==> src/rtl/core/dbot_pkg.sv <==
package dbot_pkg;

    // fixed field widths of the channel payloads
    localparam int OP_W       = 2;
    localparam int ID_W       = 8;
    localparam int DEPTH_W    = 16;
    localparam int BUCKET_W   = 6;

    // depth clamp and the bits that the bucket index is scaled from
    localparam int DEPTH_BITS = 12;
    localparam int DEPTH_MAX  = 4095;

    // defaults for the table geometry
    localparam int BUCKET_COUNT_DEF     = 64;
    localparam int SLOTS_PER_BUCKET_DEF = 8;

    typedef enum logic [OP_W-1:0] {
        OP_CLEAR  = 2'd0,
        OP_INSERT = 2'd1,
        OP_DRAIN  = 2'd2
    } t_op;

    typedef struct packed {
        logic [OP_W-1:0]     operation;
        logic [ID_W-1:0]     object_id;
        logic [DEPTH_W-1:0]  depth;
        logic [BUCKET_W-1:0] bucket;
    } t_in_item;

    typedef struct packed {
        logic [ID_W-1:0] object_id_out;
        logic            last;
    } t_out_item;

    typedef enum logic [2:0] {
        S_IDLE,
        S_FILL_RD,
        S_INS_WR,
        S_DRN_CNT,
        S_DRN_RUN,
        S_DRN_TAIL
    } t_state;

    // controller to datapath
    typedef struct packed {
        logic load;
        logic clear;
        logic ins_wr;
        logic drn_start;
        logic issue;
    } t_dp_cmd;

    // datapath to controller
    typedef struct packed {
        logic in_clear;
        logic in_insert;
        logic in_drain;
        logic is_drain;
        logic fill_zero;
        logic can_issue;
        logic last_issue;
    } t_dp_sts;

endpackage

==> src/rtl/core/dbot_ctrl.sv <==
module dbot_ctrl (
    input  logic              i_clk,
    input  logic              i_rst_n,
    input  logic              i_in_valid,
    output logic              o_in_ready,
    input  dbot_pkg::t_dp_sts i_sts,
    output dbot_pkg::t_dp_cmd o_cmd
);

    import dbot_pkg::*;

    t_state r_state;
    t_state n_state;

    always_ff @(posedge i_clk) begin
        if (!i_rst_n) begin
            r_state <= S_IDLE;
        end else begin
            r_state <= n_state;
        end
    end

    always_comb begin
        n_state    = r_state;
        o_cmd      = '0;
        o_in_ready = 1'b0;
        unique case (r_state)
            S_IDLE: begin
                o_in_ready = 1'b1;
                if (i_in_valid) begin
                    o_cmd.load  = 1'b1;
                    o_cmd.clear = i_sts.in_clear;
                    if (i_sts.in_insert || i_sts.in_drain) begin
                        n_state = S_FILL_RD;
                    end
                end
            end
            S_FILL_RD: begin
                n_state = i_sts.is_drain ? S_DRN_CNT : S_INS_WR;
            end
            S_INS_WR: begin
                o_cmd.ins_wr = 1'b1;
                n_state      = S_IDLE;
            end
            S_DRN_CNT: begin
                o_cmd.drn_start = 1'b1;
                n_state         = i_sts.fill_zero ? S_IDLE : S_DRN_RUN;
            end
            S_DRN_RUN: begin
                if (i_sts.can_issue) begin
                    o_cmd.issue = 1'b1;
                    if (i_sts.last_issue) begin
                        n_state = S_DRN_TAIL;
                    end
                end
            end
            S_DRN_TAIL: begin
                n_state = S_IDLE;
            end
            default: begin
                n_state = S_IDLE;
            end
        endcase
    end

endmodule

==> config.mk <==
export PLATFORM = sky130hd
export DESIGN_NAME = dbot_ctrl
export DESIGN_NICKNAME = d
export VERILOG_FILES = /design/src/rtl/core/dbot_pkg.sv /design/src/rtl/core/dbot_ctrl.sv
export SDC_FILE = /design/constraint.sdc
export NUM_CORES = 1
export LEC_CHECK = 0
export CAP_MARGIN = 20
export CORE_AREA = 4 4 41 43
export DETAILED_ROUTE_END_ITERATION = 6
export DIE_AREA = 0 0 45 47
export DONT_BUFFER_PORTS = 1
export SLEW_MARGIN = 20
export SYNTH_ARGS = -nofsm -noshare
export SYNTH_HDL_FRONTEND = slang
export SYNTH_SLANG_ARGS = --single-unit
==> constraint.sdc <==
create_clock -name i_clk -period 1.2 [get_ports i_clk]
set_clock_uncertainty 0.15 [all_clocks]
set_input_delay 0.12 -clock i_clk [delete_from_list [all_inputs] [get_ports i_clk]]
set_output_delay 0.12 -clock i_clk [all_outputs]
set_load 0.02 [all_outputs]
# == After elaboration in Yosys (flattened, before gate mapping) ==
# Cells that the tools add are included.
# op_classes
muxes,14
n_eq_ne,8
reduce_logical,3
# ops
cell,n
$mux 3,5
$pmux 3 s4,1
$ne 2x2->1 const B,4
$eq 3x2->1 const B,2
$mux 1,6
$mux 2,2
$reduce_and 4->1,1
$eq 3x1->1 const B,1
$eq 3x3->1 const B,1
$logic_not 3->1,1
$logic_or 1x1->1,1
# word_totals
reg_bits,3
word_cells,26
out_inout_bits,6
input_bits,10

# == Logic depth before layout (Yosys ltp) ==
# depth
word_depth,4
mapped_depth,3
depth_no_buf,3

# == Worst setup path after synthesis ==
# Ideal clock, no wire load.
# synth_path
path_kind,reg2reg
startpoint,register r_state[0]
endpoint,register r_state[0]
required_time_ns,0.933
arrival_time_ns,1.108
stages_incl_launch_ff,4
slack_ns,-0.175
path_buffers,0
synth_period_minus_slack_ns,1.375
path_cell_list,dfxtp_1 nor3_2 a22oi_1 and4b_1
# synth_between
elab_chain_cells,3
word_cells_on_any_way,10
classes_between,eq/ne: 7; mux: 1; reduce/logical: 2
# synth_lines
element,line,rtl
"start, declared",dbot_ctrl.sv:12,t_state r_state;
"start signal, assigned",dbot_ctrl.sv:19,r_state <= n_state;
$eq 3x3->1 or $logic_not 3->1 (tied branches),dbot_ctrl.sv:27,unique case (r_state)
$ne 2x2->1 (no line),n/a,
$reduce_and 4->1 (no line),n/a,
# Parallel ways exist; a longest one is shown, timed or not.
# A chain may end at the register's enable or synchronous reset.

==> metrics.md <==
| Metric | Value |
|---|---|
| Syn Inst Count | 19 |
| Worst path bufs/invs | 0 |
| GR Util All Layers | 0.0585 |
| Largest net degree at the start of global routing | 7 |
| Initial antenna violation count | 0 |
| I/O Pins | 16 |
| Synth area leaders | dfxtp_1, and2_1, nor3b_2 |
| TritonCTS clock tree | built |
| Die Wd | around 45 um |
| Status | finished, violations left |
| CTS max path bufs | 2 |
| Vias post-DR | 183 |
| Post-synthesis cell type count | 15 |
| CP Class | flip-flop to output pin |
| Max rail drop VDD | 0.433 mV |
| Relative slew slack | 0.867 |
| Leak | about 0.13 nW |
| Most frequent cells in the layout | buf_4, clkbuf_4 |
| Tightest Pin Transition | 0.197 ns |
| Met1 Use GR | 0.0477 |
| Core area | 1300 um^2 |
| RSZ-0062 raised after global routing | true |
| Detailed Routing Iterations Pass 1 | 2 |
| CP peak stage delay | 0.36 ns |
| GR Overflow Total | 0 |
| Synthesized flop and latch total | 3 |
| Insertion delay to the later sink of the worst-skew pair | between 0.2 and 0.25 ns |
| Synth Warn # | 0 |
| Setup ws final | -0.130 ns |
| Final Hold Fails | 0 |
| CP Capture Type | output pin |
| Final setup viols | 7 |
| Hold WC Path Type | primary input to flip-flop |
| Dpl cells | 37 |
| Top Registers | r_state (3) |
| Critical path data required time | slightly above 0.9 ns |
| DIE AREA | about 2100 um^2 |
| DR iter-0 viols | 2 |
| Violated checks | negative setup slack |
| Placer Congestion | between 0.6 and 0.7 |
| Vias in the first global route | 184 |
| Fin crit period | 1.33 ns |
| Critical path fanouts, max | 6 |
| Total CTS buffers | 3 |
| Vias per std cell | between 4 and 5 |
| Syn nets | 29 |
| Area leader, netlist | dfxtp_1 |
| H-tree depth | 1 |
| Worst Path Arrival | about 1.1 ns |
| CTS Root Cell | clkbuf_4 |
| Mapped Avg Cell Area | just over 9 um^2 |
| Reg with most FFs | r_state |
| Sequential fraction of the synthesis area | 0.338 |
| Met3 usage | 0.0345 |
| Yosys top cell area share | 0.338 |
| Antenna cells | 0 |
| Routed wire length | 484 um |
| Finished Layout Cells | 45 |
| Most common cell after layout, fill and taps aside | buf_4 |
| GR peak layer | met2 |
| Crit-path slowest cell | dfxtp_4 |
| Maximum clock rate | ~750 MHz |
| First-pass GRT wire length | between 700 and 800 um |
| Crit-path leading delay family | simple AND/OR/NAND/NOR gates |
| # DRC | 0 |
| Final ANT Viol Nets | 0 |
| Worst path cell trace | nor3_4, and3_4 |
| Number of max-cap violations | 0 |
| P&R area growth vs syn | 78.9% |
| Final Util | 0.244 |
| I/O Buffers | 0 |
| Die Y | 47 um |
| Final period utilization | 1.11 |
| Max Transition Viols Final | 0 |
| Clk pin slew, worst setup/hold paths | roughly 0.030 ns |
| Startpoint Class | flip-flop |
| CP Launch Point | r_state[0] |
| Share of cells above drive strength 1 | 0.633 |
| Row count | 13 |
| CTS Sinks | 3 |
| Nets | around 40 |
| Hold path startpoint | i_sts[1] |
| Post-Synthesis Cell Area | 178 um^2 |
| DR WL/cell | 10.8 um |
| Worst r2r src | r_state[2] |
| DP Wirelength | roughly 370 um |
| Max reg flops | 3 |
| M2 GR Usage | 0.0904 |
| Starting Density | 0.137 |
| PD cells | 1260 nW/um^2 |
## where the power goes
group / internal, W / total [W] / switching [W]
Sequential: 0.000108 / 0.000124 / 0.0000160
Combinational: 0.0000539 / 0.0000977 / 0.0000438
Clock: 0.000125 / 0.000178 / 0.0000536
## final timing paths
| kind | slack [ns] | cells after the start | end |
|---|---|---|---|
| max | -0.13 | 2 | o_cmd[3] |
| min reg2reg | 0.33 | 1 | r_state[1] |
| min | 0.06 | 3 | r_state[0] |
| max reg2reg | -0.03 | 4 | r_state[0] |
## Yosys cell counts
cell / n
nor3_2: 1
and2_1: 2
and3b_1: 1
inv_1: 1
o21a_1: 1
nor2b_1: 1
nand2_1: 1
and3_2: 1
nor3b_2: 1
o21ai_0: 2
dfxtp_1: 3
nor4bb_1: 1
nor3b_1: 1
and4b_1: 1
a22oi_1: 1
## area by class of cell
type | count | area [um^2]
Sequential cell | 3 | 68.8
Multi-Input combinational cell | 15 | 139
Timing Repair Buffer | 7 | 61.3
Tap cell | 15 | 18.8
Inverter | 1 | 3.75
Clock buffer | 4 | 26.3
Fill cell | 157 | 983
## per-stage QoR
stage | setup slack (ns) | hold slack (ns) | area, um^2 | setup TNS, ns | total power [W]
5_1_grt | -0.181 | 0.0654 | 318 | -0.877 | 0.000424
6_report | -0.130 | 0.0573 | 318 | -0.505 | 0.000400
3_5_place_dp | -0.0209 | 0.0926 | 233 | -0.0209 | 0.000200
4_1_cts | -0.140 | 0.0491 | 312 | -0.591 | 0.000406
2_1_floorplan | -0.0464 | 0.0875 | 191 | -0.0663 | 0.000178
3_3_place_gp | -0.00226 | 0.0903 | 233 | -0.00226 | 0.000198
## repair_timing
item	in CTS	in global routing
endpoints found under the hold margin	3	0
pin swaps	4	4
setup buffers	2	0
hold buffers	2	0
endpoints found under the setup margin	7	7
cloned	0	0
resized for setup	8	2
## tightest hold or removal path, stage by stage
cell	delay [ns]
nand2_1	0.05
a22oi_2	0.05
and4b_1	0.17
## logic make-up (layout without fill, tap and decap cells)
logic type      Yosys count  after routing  synth area share
compound gates            4              4             0.141
buf+inv                   1             12            0.0211
flops                     3              3             0.338
simple gates             11             11             0.500
## per-layer routing
layer	vias up	part of all wire
met5	-	0
met4	0	0.035
met3	2	0.070
met2	9	0.52
met1	81	0.37
li1	91	-
No activity file was read; power rests on OpenSTA's default activity.
