### config.mk
export PLATFORM = sky130hd
export DESIGN_NAME = dbot_dp
export DESIGN_NICKNAME = d
export VERILOG_FILES = /design/src/rtl/core/dbot_pkg.sv /design/src/rtl/core/dbot_ram.sv /design/src/rtl/core/dbot_dp.sv
export SDC_FILE = /design/constraint.sdc
export NUM_CORES = 2
export LEC_CHECK = 0
export BUFFER_PORTS_ARGS = -buffer_cell sky130_fd_sc_hd__buf_2
export CORE_ASPECT_RATIO = 0.6
export CORE_MARGIN = 2
export CORE_UTILIZATION = 37
export CTS_CLUSTER_SIZE = 20
export DETAILED_ROUTE_END_ITERATION = 6
export HOLD_SLACK_MARGIN = 0.15
export SLEW_MARGIN = 30
export SYNTH_ARGS = -nofsm -noshare
export SYNTH_HDL_FRONTEND = slang
export SYNTH_MEMORY_MAX_BITS = 65536
export SYNTH_SLANG_ARGS = --single-unit
### constraint.sdc
create_clock -name i_clk -period 10.07 [get_ports i_clk]
set_input_delay 3.021 -clock i_clk [delete_from_list [all_inputs] [get_ports i_clk]]
set_output_delay 3.021 -clock i_clk [all_outputs]
set_load 0.05 [all_outputs]
### src/rtl/core/dbot_pkg.sv
package dbot_pkg;

    // fixed field widths of the channel payloads
    localparam int OP_W       = 2;
    localparam int ID_W       = 8;
    localparam int DEPTH_W    = 16;
    localparam int BUCKET_W   = 6;

    // depth clamp and the bits that the bucket index is scaled from
    localparam int DEPTH_BITS = 12;
    localparam int DEPTH_MAX  = 4095;

    // defaults for the table geometry
    localparam int BUCKET_COUNT_DEF     = 64;
    localparam int SLOTS_PER_BUCKET_DEF = 8;

    typedef enum logic [OP_W-1:0] {
        OP_CLEAR  = 2'd0,
        OP_INSERT = 2'd1,
        OP_DRAIN  = 2'd2
    } t_op;

    typedef struct packed {
        logic [OP_W-1:0]     operation;
        logic [ID_W-1:0]     object_id;
        logic [DEPTH_W-1:0]  depth;
        logic [BUCKET_W-1:0] bucket;
    } t_in_item;

    typedef struct packed {
        logic [ID_W-1:0] object_id_out;
        logic            last;
    } t_out_item;

    typedef enum logic [2:0] {
        S_IDLE,
        S_FILL_RD,
        S_INS_WR,
        S_DRN_CNT,
        S_DRN_RUN,
        S_DRN_TAIL
    } t_state;

    // controller to datapath
    typedef struct packed {
        logic load;
        logic clear;
        logic ins_wr;
        logic drn_start;
        logic issue;
    } t_dp_cmd;

    // datapath to controller
    typedef struct packed {
        logic in_clear;
        logic in_insert;
        logic in_drain;
        logic is_drain;
        logic fill_zero;
        logic can_issue;
        logic last_issue;
    } t_dp_sts;

endpackage

### src/rtl/core/dbot_ram.sv
module dbot_ram #(
    parameter int WIDTH = 8,
    parameter int DEPTH = 64
) (
    input  logic                     i_clk,
    input  logic                     i_we,
    input  logic [$clog2(DEPTH)-1:0] i_waddr,
    input  logic [WIDTH-1:0]         i_wdata,
    input  logic [$clog2(DEPTH)-1:0] i_raddr,
    output logic [WIDTH-1:0]         o_rdata
);

    logic [WIDTH-1:0] r_mem [DEPTH];
    logic [WIDTH-1:0] r_rdata;

    always_ff @(posedge i_clk) begin
        if (i_we) begin
            r_mem[i_waddr] <= i_wdata;
        end
        r_rdata <= r_mem[i_raddr];
    end

    assign o_rdata = r_rdata;

endmodule

### src/rtl/core/dbot_dp.sv
module dbot_dp #(
    parameter int BUCKET_COUNT     = 64,
    parameter int SLOTS_PER_BUCKET = 8
) (
    input  logic                i_clk,
    input  logic                i_rst_n,
    input  dbot_pkg::t_in_item  i_in_data,
    input  dbot_pkg::t_dp_cmd   i_cmd,
    output dbot_pkg::t_dp_sts   o_sts,
    input  logic                i_out_ready,
    output logic                o_out_valid,
    output dbot_pkg::t_out_item o_out_data
);

    import dbot_pkg::*;

    localparam int BKT_W    = $clog2(BUCKET_COUNT);
    localparam int SLOT_W   = $clog2(SLOTS_PER_BUCKET);
    localparam int CNT_W    = $clog2(SLOTS_PER_BUCKET + 1);
    localparam int SLOT_N   = BUCKET_COUNT * SLOTS_PER_BUCKET;
    localparam int ADDR_W   = $clog2(SLOT_N);
    localparam int PROD_W   = DEPTH_BITS + $clog2(BUCKET_COUNT + 1);
    localparam int BKT_IN_N = 2 ** BUCKET_W;

    // drain bucket number folded into range
    typedef logic [BKT_IN_N-1:0][BKT_W-1:0] t_mod_tab;

    function automatic t_mod_tab mod_tab_build();
        t_mod_tab tab;
        for (int i = 0; i < BKT_IN_N; i++) begin
            tab[i] = BKT_W'(i % BUCKET_COUNT);
        end
        return tab;
    endfunction

    localparam t_mod_tab MOD_TAB = mod_tab_build();

    logic [DEPTH_BITS-1:0]   depth_clamped;
    logic [PROD_W-1:0]       prod;
    logic [BKT_W-1:0]        ins_bkt;
    logic [BKT_W-1:0]        drn_bkt;

    logic [BKT_W-1:0]        r_bkt;
    logic                    r_is_drain;
    logic [ID_W-1:0]         r_id;
    logic [BUCKET_COUNT-1:0] r_fill_vld;

    logic [CNT_W-1:0]        fill_rdata;
    logic [CNT_W-1:0]        fill_cur;
    logic                    fill_full;
    logic [CNT_W-1:0]        fill_next;
    logic [SLOT_W-1:0]       ins_pos;

    logic [CNT_W-1:0]        r_cnt;
    logic [SLOT_W-1:0]       r_k;
    logic                    r_rd_pend;
    logic                    r_rd_last;
    logic                    last_issue;

    logic [ADDR_W-1:0]       slot_base;
    logic [ADDR_W-1:0]       slot_waddr;
    logic [ADDR_W-1:0]       slot_raddr;
    logic [ID_W-1:0]         slot_rdata;

    logic                    r_out_vld;
    t_out_item               r_out;

    // bucket = clamped depth * count / 4096
    always_comb begin
        depth_clamped = (i_in_data.depth > DEPTH_W'(DEPTH_MAX))
                      ? DEPTH_BITS'(DEPTH_MAX) : i_in_data.depth[DEPTH_BITS-1:0];
        prod    = PROD_W'(depth_clamped) * PROD_W'(BUCKET_COUNT);
        ins_bkt = BKT_W'(prod >> DEPTH_BITS);
        drn_bkt = MOD_TAB[i_in_data.bucket];
    end

    always_ff @(posedge i_clk) begin
        if (i_cmd.load) begin
            r_is_drain <= (i_in_data.operation == OP_DRAIN);
            r_bkt      <= (i_in_data.operation == OP_DRAIN) ? drn_bkt : ins_bkt;
            r_id       <= i_in_data.object_id;
        end
    end

    // per-bucket valid bits stand in for a zeroed fill count
    always_ff @(posedge i_clk) begin
        if (!i_rst_n) begin
            r_fill_vld <= '0;
        end else if (i_cmd.clear) begin
            r_fill_vld <= '0;
        end else if (i_cmd.ins_wr) begin
            r_fill_vld[r_bkt] <= 1'b1;
        end
    end

    always_comb begin
        fill_cur  = r_fill_vld[r_bkt] ? fill_rdata : '0;
        fill_full = (fill_cur >= CNT_W'(SLOTS_PER_BUCKET));
        fill_next = fill_full ? fill_cur : fill_cur + CNT_W'(1);
        ins_pos   = fill_full ? SLOT_W'(SLOTS_PER_BUCKET - 1) : SLOT_W'(fill_cur);
    end

    dbot_ram #(
        .WIDTH (CNT_W),
        .DEPTH (BUCKET_COUNT)
    ) u_fill_ram (
        .i_clk   (i_clk),
        .i_we    (i_cmd.ins_wr),
        .i_waddr (r_bkt),
        .i_wdata (fill_next),
        .i_raddr (r_bkt),
        .o_rdata (fill_rdata)
    );

    assign slot_base  = ADDR_W'(r_bkt) * ADDR_W'(SLOTS_PER_BUCKET);
    assign slot_waddr = slot_base + ADDR_W'(ins_pos);
    assign slot_raddr = slot_base + ADDR_W'(r_k);

    dbot_ram #(
        .WIDTH (ID_W),
        .DEPTH (SLOT_N)
    ) u_slot_ram (
        .i_clk   (i_clk),
        .i_we    (i_cmd.ins_wr),
        .i_waddr (slot_waddr),
        .i_wdata (r_id),
        .i_raddr (slot_raddr),
        .o_rdata (slot_rdata)
    );

    // drain walk
    assign last_issue = ((CNT_W'(r_k) + CNT_W'(1)) == r_cnt);

    always_ff @(posedge i_clk) begin
        if (i_cmd.drn_start) begin
            r_cnt <= fill_cur;
            r_k   <= '0;
        end else if (i_cmd.issue) begin
            r_k <= r_k + SLOT_W'(1);
        end
        if (i_cmd.issue) begin
            r_rd_last <= last_issue;
        end
    end

    always_ff @(posedge i_clk) begin
        if (!i_rst_n) begin
            r_rd_pend <= 1'b0;
            r_out_vld <= 1'b0;
        end else begin
            r_rd_pend <= i_cmd.issue;
            if (r_rd_pend) begin
                r_out_vld <= 1'b1;
            end else if (i_out_ready) begin
                r_out_vld <= 1'b0;
            end
        end
    end

    always_ff @(posedge i_clk) begin
        if (r_rd_pend) begin
            r_out.object_id_out <= slot_rdata;
            r_out.last          <= r_rd_last;
        end
    end

    assign o_out_valid = r_out_vld;
    assign o_out_data  = r_out;

    always_comb begin
        o_sts            = '0;
        o_sts.in_clear   = (i_in_data.operation == OP_CLEAR);
        o_sts.in_insert  = (i_in_data.operation == OP_INSERT) && (i_in_data.object_id != '0);
        o_sts.in_drain   = (i_in_data.operation == OP_DRAIN);
        o_sts.is_drain   = r_is_drain;
        o_sts.fill_zero  = (fill_cur == '0);
        o_sts.can_issue  = !r_rd_pend && (!r_out_vld || i_out_ready);
        o_sts.last_issue = last_issue;
    end

endmodule

# --- Yosys cells after proc, flatten, opt, wreduce, memory -nomap -nowiden ---
# Memories as Yosys holds them, arrays and structs flattened. A register that Yosys moved wholly into a read port is not among the register bits.
# Cells that the tools add are included.
# W data, S select, Z words.
word_totals:
  regBits: 98
  latchBits: 0
  mem_bits_rw: 4352
  mem_bits_ro: 384
  input_bits: 40
  out_inout_bits: 17
  wordCells: 54
  mem_count: 3
op_classes:
  add_sub_neg: 5
  mul: 0
  div_mod_pow: 0
  magnitude_cmp: 5
  eq_ne: 3
  n_shift: 0
  muxes: 14
  bitwise: 2
  reduce_logical: 11
memory_table:
  columns: ["name", "depth", "width", "read_ports", "rd_clocked_by_memory_dff", "wr", "line", "source"]
  rows:
  - ["u_slot_ram.r_mem", 512, 8, 1, 1, 1, "dbot_ram.sv:13", "logic [WIDTH-1:0] r_mem [DEPTH];"]
  - ["(name not given)", 64, 6, 1, 0, 0, "dbot_dp.sv:74", "drn_bkt = MOD_TAB[i_in_data.bucket];"]
  - ["u_fill_ram.r_mem", 64, 4, 1, 1, 1, "dbot_ram.sv:13", null]
ops:
  columns: ["cell", "count"]
  rows:
  - ["$or A64 B64 Y64", 1]
  - ["$add A9 B3 Y9", 2]
  - ["$gt A16 B12 Y1 const B", 1]
  - ["$lt A6 B7 Y1 const B", 2]
  - ["$mux W12", 1]
  - ["$mux W6", 2]
  - ["$mux W4", 2]
  - ["$reduce_bool A8 Y1", 1]
  - ["$bmux W1 S6", 1]
  - ["$demux W1 S6", 1]
  - ["$ge A6 B1 Y1 const B", 1]
  - ["$mux W1", 6]
  - ["$add A3 B1 Y4 const B", 1]
  - ["$add A4 B1 Y4 const B", 1]
  - ["$eq A4 B4 Y1", 1]
  - ["$ge A4 B4 Y1 const B", 1]
  - ["$logic_not A4 Y1", 1]
  - ["$add A3 B1 Y3 const B", 1]
  - ["$logic_and A1 B1 Y1", 3]
  - ["$mux W3", 1]
  - ["$eq A2 B1 Y1 const B", 1]
  - ["$eq A2 B2 Y1 const B", 1]
  - ["$logic_not A1 Y1", 2]
  - ["$logic_not A2 Y1", 1]
  - ["4 further kinds", 4]

# --- Logic depth before layout (Yosys ltp) ---
logic_depth:
  ltp_word: 6
  ltp_mapped: 15
  mapped_depth_nobuf: 13

# --- Hierarchy ---
# A second synthesis with hierarchy kept.
hier_totals:
  hier_cells: 8984
  area_unflattened_um2: 174547.4
modules_own_cells:
  columns: ["mod", "instances", "cells_each", "area_per_inst_um2", "seq_area_each_um2"]
  rows:
  - ["dbot_ram at u_slot_ram", 1, 8030, 159927.1, 123158.1]
  - ["dbot_ram at u_fill_ram", 1, 521, 10407.5, 7767.4]
  - ["dbot_dp", 1, 433, 4212.8, 2252.2]

# --- Least setup slack after synthesis ---
# OpenSTA, ideal clock, no wires.
synth_path:
  kind: "reg2reg"
  startpoint: "register r_id[0]"
  endpoint: "memory u_slot_ram.r_mem[0][0] (data pin)"
  setup_time_ns: 1.435
  arrival_time_ns: 6.158
  required_ns: 8.635
  setup_slack_ns: 2.477
  stages_incl_launch_ff: 1
  path_buffers: 0
  period_less_slack_ns: 7.593
  cell_sequence: "edfxtp_1"
synth_lines:
  columns: ["item", "line", "source"]
  rows:
  - ["from (decl)", "dbot_dp.sv:45", "logic [ID_W-1:0] r_id;"]
  - ["from (signal assigned)", "dbot_dp.sv:81", "r_id <= i_in_data.object_id;"]
  - ["to (decl)", "dbot_ram.sv:13", null]
# Straight into the memory's write port.

==> metrics.md <==
| Metric | Value |
|---|---|
| Post-Syn Nets | `8523` |
| First-pass GRT wire length | `757000 um` |
| Util after Layout | `41.7%` |
| Final WL | `562000 um` |
| Detailed placer's ending HPWL | `354000 um` |
| Flop pwr share | `52.6%` |
| Hold Buf Count CTS | `0` |
| Clock share of power | `38.0%` |
| HP Start | `u_slot_ram.o_rdata[7]` |
| Ranking of synthesized cells by area | `edfxtp_1 76%, mux4_2 12%, mux2i_1 2.5%, nor2_1 1.4%, a22oi_1 1.1%` |
| Die Ht | `533 um` |
| Setup violations, final | `0` |
| FF/Latch Area | `0.133 mm2` |
| Area post-placement | `0.182 mm2` |
| CTS max path bufs | `4` |
| Maximum vdd ir drop | `0.164 mV` |
| DR vias | `94200` |
| Total gr overflow | `0` |
| Core area | `0.465 mm2` |
| Largest net degree at the start of global routing | `190` |
| Post-synthesis cell area | `0.173 mm2` |
| Final Hold Viols | `0` |
| Synth Register Bits | `4462` |
| Slew Limit Fails | `0` |
| FILL cells | `39900` |
| Run status | `completed` |
| Routed len/inst | `37.0 um` |
| Worst-Margin Slew | `1.23 ns` |
| Total power | `39300 uW` |
| Total Negative Setup Slacks | `0 ns` |
| R2r startpoint | `r_bkt[0]` |
| Port Buffer Count | `50` |
| Fmax | `118 MHz` |
| Die area | `0.473 mm2` |
| Pwr Density | `203 mW/mm2` |
| Post-DRT Antenna Nets | `0` |
| Horiz. Die Dim | `886 um` |
| Multi-input gate area | `0.0376 mm2` |
| P_sw | `9630 uW` |
| Unrepaired setup endpoints after global routing | `false` |
| Crit path max fanout | `17` |
| Final Net Count | `8752` |
| Io pins | `57` |
| Clk_lat worst skew | `0.99 ns` |
| Yosys warns | `0` |
| Initial Utilization | `37.1%` |
| Vias per Instance | `6.20` |
| Top cell type's share of synthesized area | `76.1%` |
| Clock slew at reported path FFs | `0.07 ns` |
| Final setup skew | `0.0887 ns` |
| Final worst-path cycle share | `84.2%` |
| GRT Total Usage | `23.0%` |
| DP Cell Count | `14500` |
| Max Cap Violations | `0` |
| TritonRoute pass-1 iters | `7` |
| CTS HTree Levels | `5` |
| Data required, critical path | `7.05 ns` |
| Slew headroom | `17.5%` |
| Count leader, synth | `edfxtp_1` |
| Synth area leader | `edfxtp_1` |
| Final Cell Area | `0.194 mm2` |
| CTS sink count | `4462` |
| Crit path arrival time | `5.46 ns` |
| Post-synth EDFFs | `4381` |
| Worst hold path type | `reg2reg` |
| Post-CTS Setup Inserts | `0` |
| Layout Cells excl Fill | `15200` |
| Tmin final | `8.48 ns` |
| CTS resizes | `0` |
| CTS buffer count | `374` |
| Seq/Total Area, Yosys | `77.1%` |
| Cells after synthesis | `8477` |
| Internal | `29700 uW` |
| Area grow syn2layout | `12.4%` |
| Switching part of the total | `24.5%` |
| Vias in the first global route | `88400` |
| Std-Cell Rows | `194` |
| Asr flop ratio synth | `0%` |
| Initial antenna violation count | `53` |
| Leak Pwr | `0.0584 uW` |
| Post-route DRC | `0` |
| DRT iter0 DRCs | `18200` |
| Clk root buf | `clkbuf_16` |
| Gate power share | `9.4%` |
| Syn avg cell area | `20.4 um2` |
| CTS tree | `yes` |
| Worst Setup SP | `r_bkt[0]` |
| Synth top cells by count | `4381 x edfxtp_1, 890 x mux4_2, 637 x nor2_1, 436 x mux2i_1, 253 x a22oi_1` |
| Count of cell types in the netlist | `86` |
| CP endpoint kind | `primary output` |
| Routability cong. | `0.951` |
| CP startpoint kind | `flop` |
| Worst Path Class, Setup | `reg2out` |
| Layout cell share with drive strength beyond 1 | `22.8%` |
| Synth Flop Type | `edfxtp_1` |
==> layout by cell type, fill, tap and decap left out, types with 29 or more instances in the layout <==
| master | synthesis | layout |
|---|---|---|
| clkinv_1 | 2 | 70 |
| buf_2 | 206 | 50 |
| nand4_1 | 48 | 48 |
| a22oi_1 | 253 | 253 |
| nand3_1 | 81 | 77 |
| mux2_2 | 35 | 35 |
| buf_12 | 1 | 29 |
| nand2_1 | 169 | 157 |
| a221oi_1 | 61 | 60 |
| a22o_1 | 44 | 44 |
| a21oi_1 | 89 | 89 |
| a31oi_1 | 39 | 36 |
| clkbuf_16 | 0 | 381 |
| dfxtp_1 | 81 | 78 |
| clkinv_2 | 0 | 70 |
| o22ai_1 | 111 | 109 |
| nor3_1 | 152 | 84 |
| a211oi_1 | 48 | 47 |
| buf_4 | 66 | 294 |
| nor3_2 | 1 | 68 |
| clkbuf_1 | 173 | 75 |
| mux2i_1 | 436 | 436 |
| bufinv_16 | 0 | 40 |
| edfxtp_1 | 4381 | 4381 |
| nor2b_1 | 38 | 30 |
| nor2_1 | 637 | 600 |
| o21ai_0 | 70 | 64 |
| mux4_2 | 890 | 890 |
==> registers in the layout (all words and copies together) (netlist names), 3 cells and up <==
name                count
r_fill_vld             64
u_fill_ram.r_mem      256
r_bkt                   6
o_out_data              9
u_slot_ram.r_mem     4096
r_cnt                   4
u_slot_ram.o_rdata      8
r_id                    8
r_k                     3
u_fill_ram.o_rdata      4
==> layout make-up <==
| type | count | share of cell area (%) |
|---|---|---|
| repair buffers | 394 | 1.75 |
| clock inverters | 220 | 1.17 |
| multi-input cells | 3459 | 19.3 |
| clock buffers | 461 | 5.09 |
| flip-flops and latches | 4462 | 68.6 |
| inverters | 15 | 0.0367 |
| diodes | 25 | 0.0322 |
| well taps | 6174 | 3.98 |
==> power by group through the flow <==
| stage | combinational (uW) | sequential [uW] | clock (uW) |
|---|---|---|---|
| finish | 3690 | 20700 | 14900 |
| CTS | 3540 | 20700 | 15000 |
| global placement | 3450 | 21100 | 0 |
| floorplan | 1680 | 21400 | 0 |
| detailed placement | 3530 | 21100 | 0 |
| global route | 3720 | 20700 | 15700 |
==> per-layer routing <==
| metal | track usage [%] | vias up | share of wire (%) |
|---|---|---|---|
| met5 | 0.00997 | - | 0.036 |
| met4 | 6.91 | 30 | 3.4 |
| met3 | 10.8 | 972 | 17 |
| met2 | 29.9 | 7406 | 39 |
| met1 | 34.1 | 50200 | 40 |
| li1 | - | 35700 | - |
==> final timing paths <==
path                            slack, ns  cells past startpoint                        to
worst min register to register       0.41                      0             o_out_data[8]
worst max register to register       2.84                     12  u_slot_ram.r_mem[226][2]
worst min-delay path                 0.41                      0             o_out_data[8]
worst max-delay path                 1.59                     11                  o_sts[2]
==> logic make-up after synthesis <==
family / Yosys count / share of synthesized area (%)
flops: 4462 / 77.1
mux: 1363 / 14.4
simple gates: 1244 / 3.23
compound gates: 840 / 3.51
buf+inv: 556 / 1.73
xor+xnor: 6 / 0.0304
fa+ha+maj: 6 / 0.0435
==> metrics by stage <==
| stage | setup slack, ns | hold slack [ns] |
|---|---|---|
| floorplan | 2.48 | 0.386 |
| global placement | 2.80 | 0.392 |
| finish | 1.59 | 0.409 |
| CTS | 1.79 | 0.409 |
| global route | 1.58 | 0.412 |
| detailed placement | 2.79 | 0.392 |
==> critical path, stage by stage (launching register included) <==
cell       delay, ns
edfxtp_1        0.92
buf_4           0.39
nor2_1          0.32
a221oi_1        0.39
a2bb2oi_1       0.39
o22ai_1         0.21
nor4_4          0.62
nand2b_1        0.29
ha_1            0.20
nand2_1         0.05
nor2_1          0.36
buf_2           0.35
(Power assumes the default switching activity.)
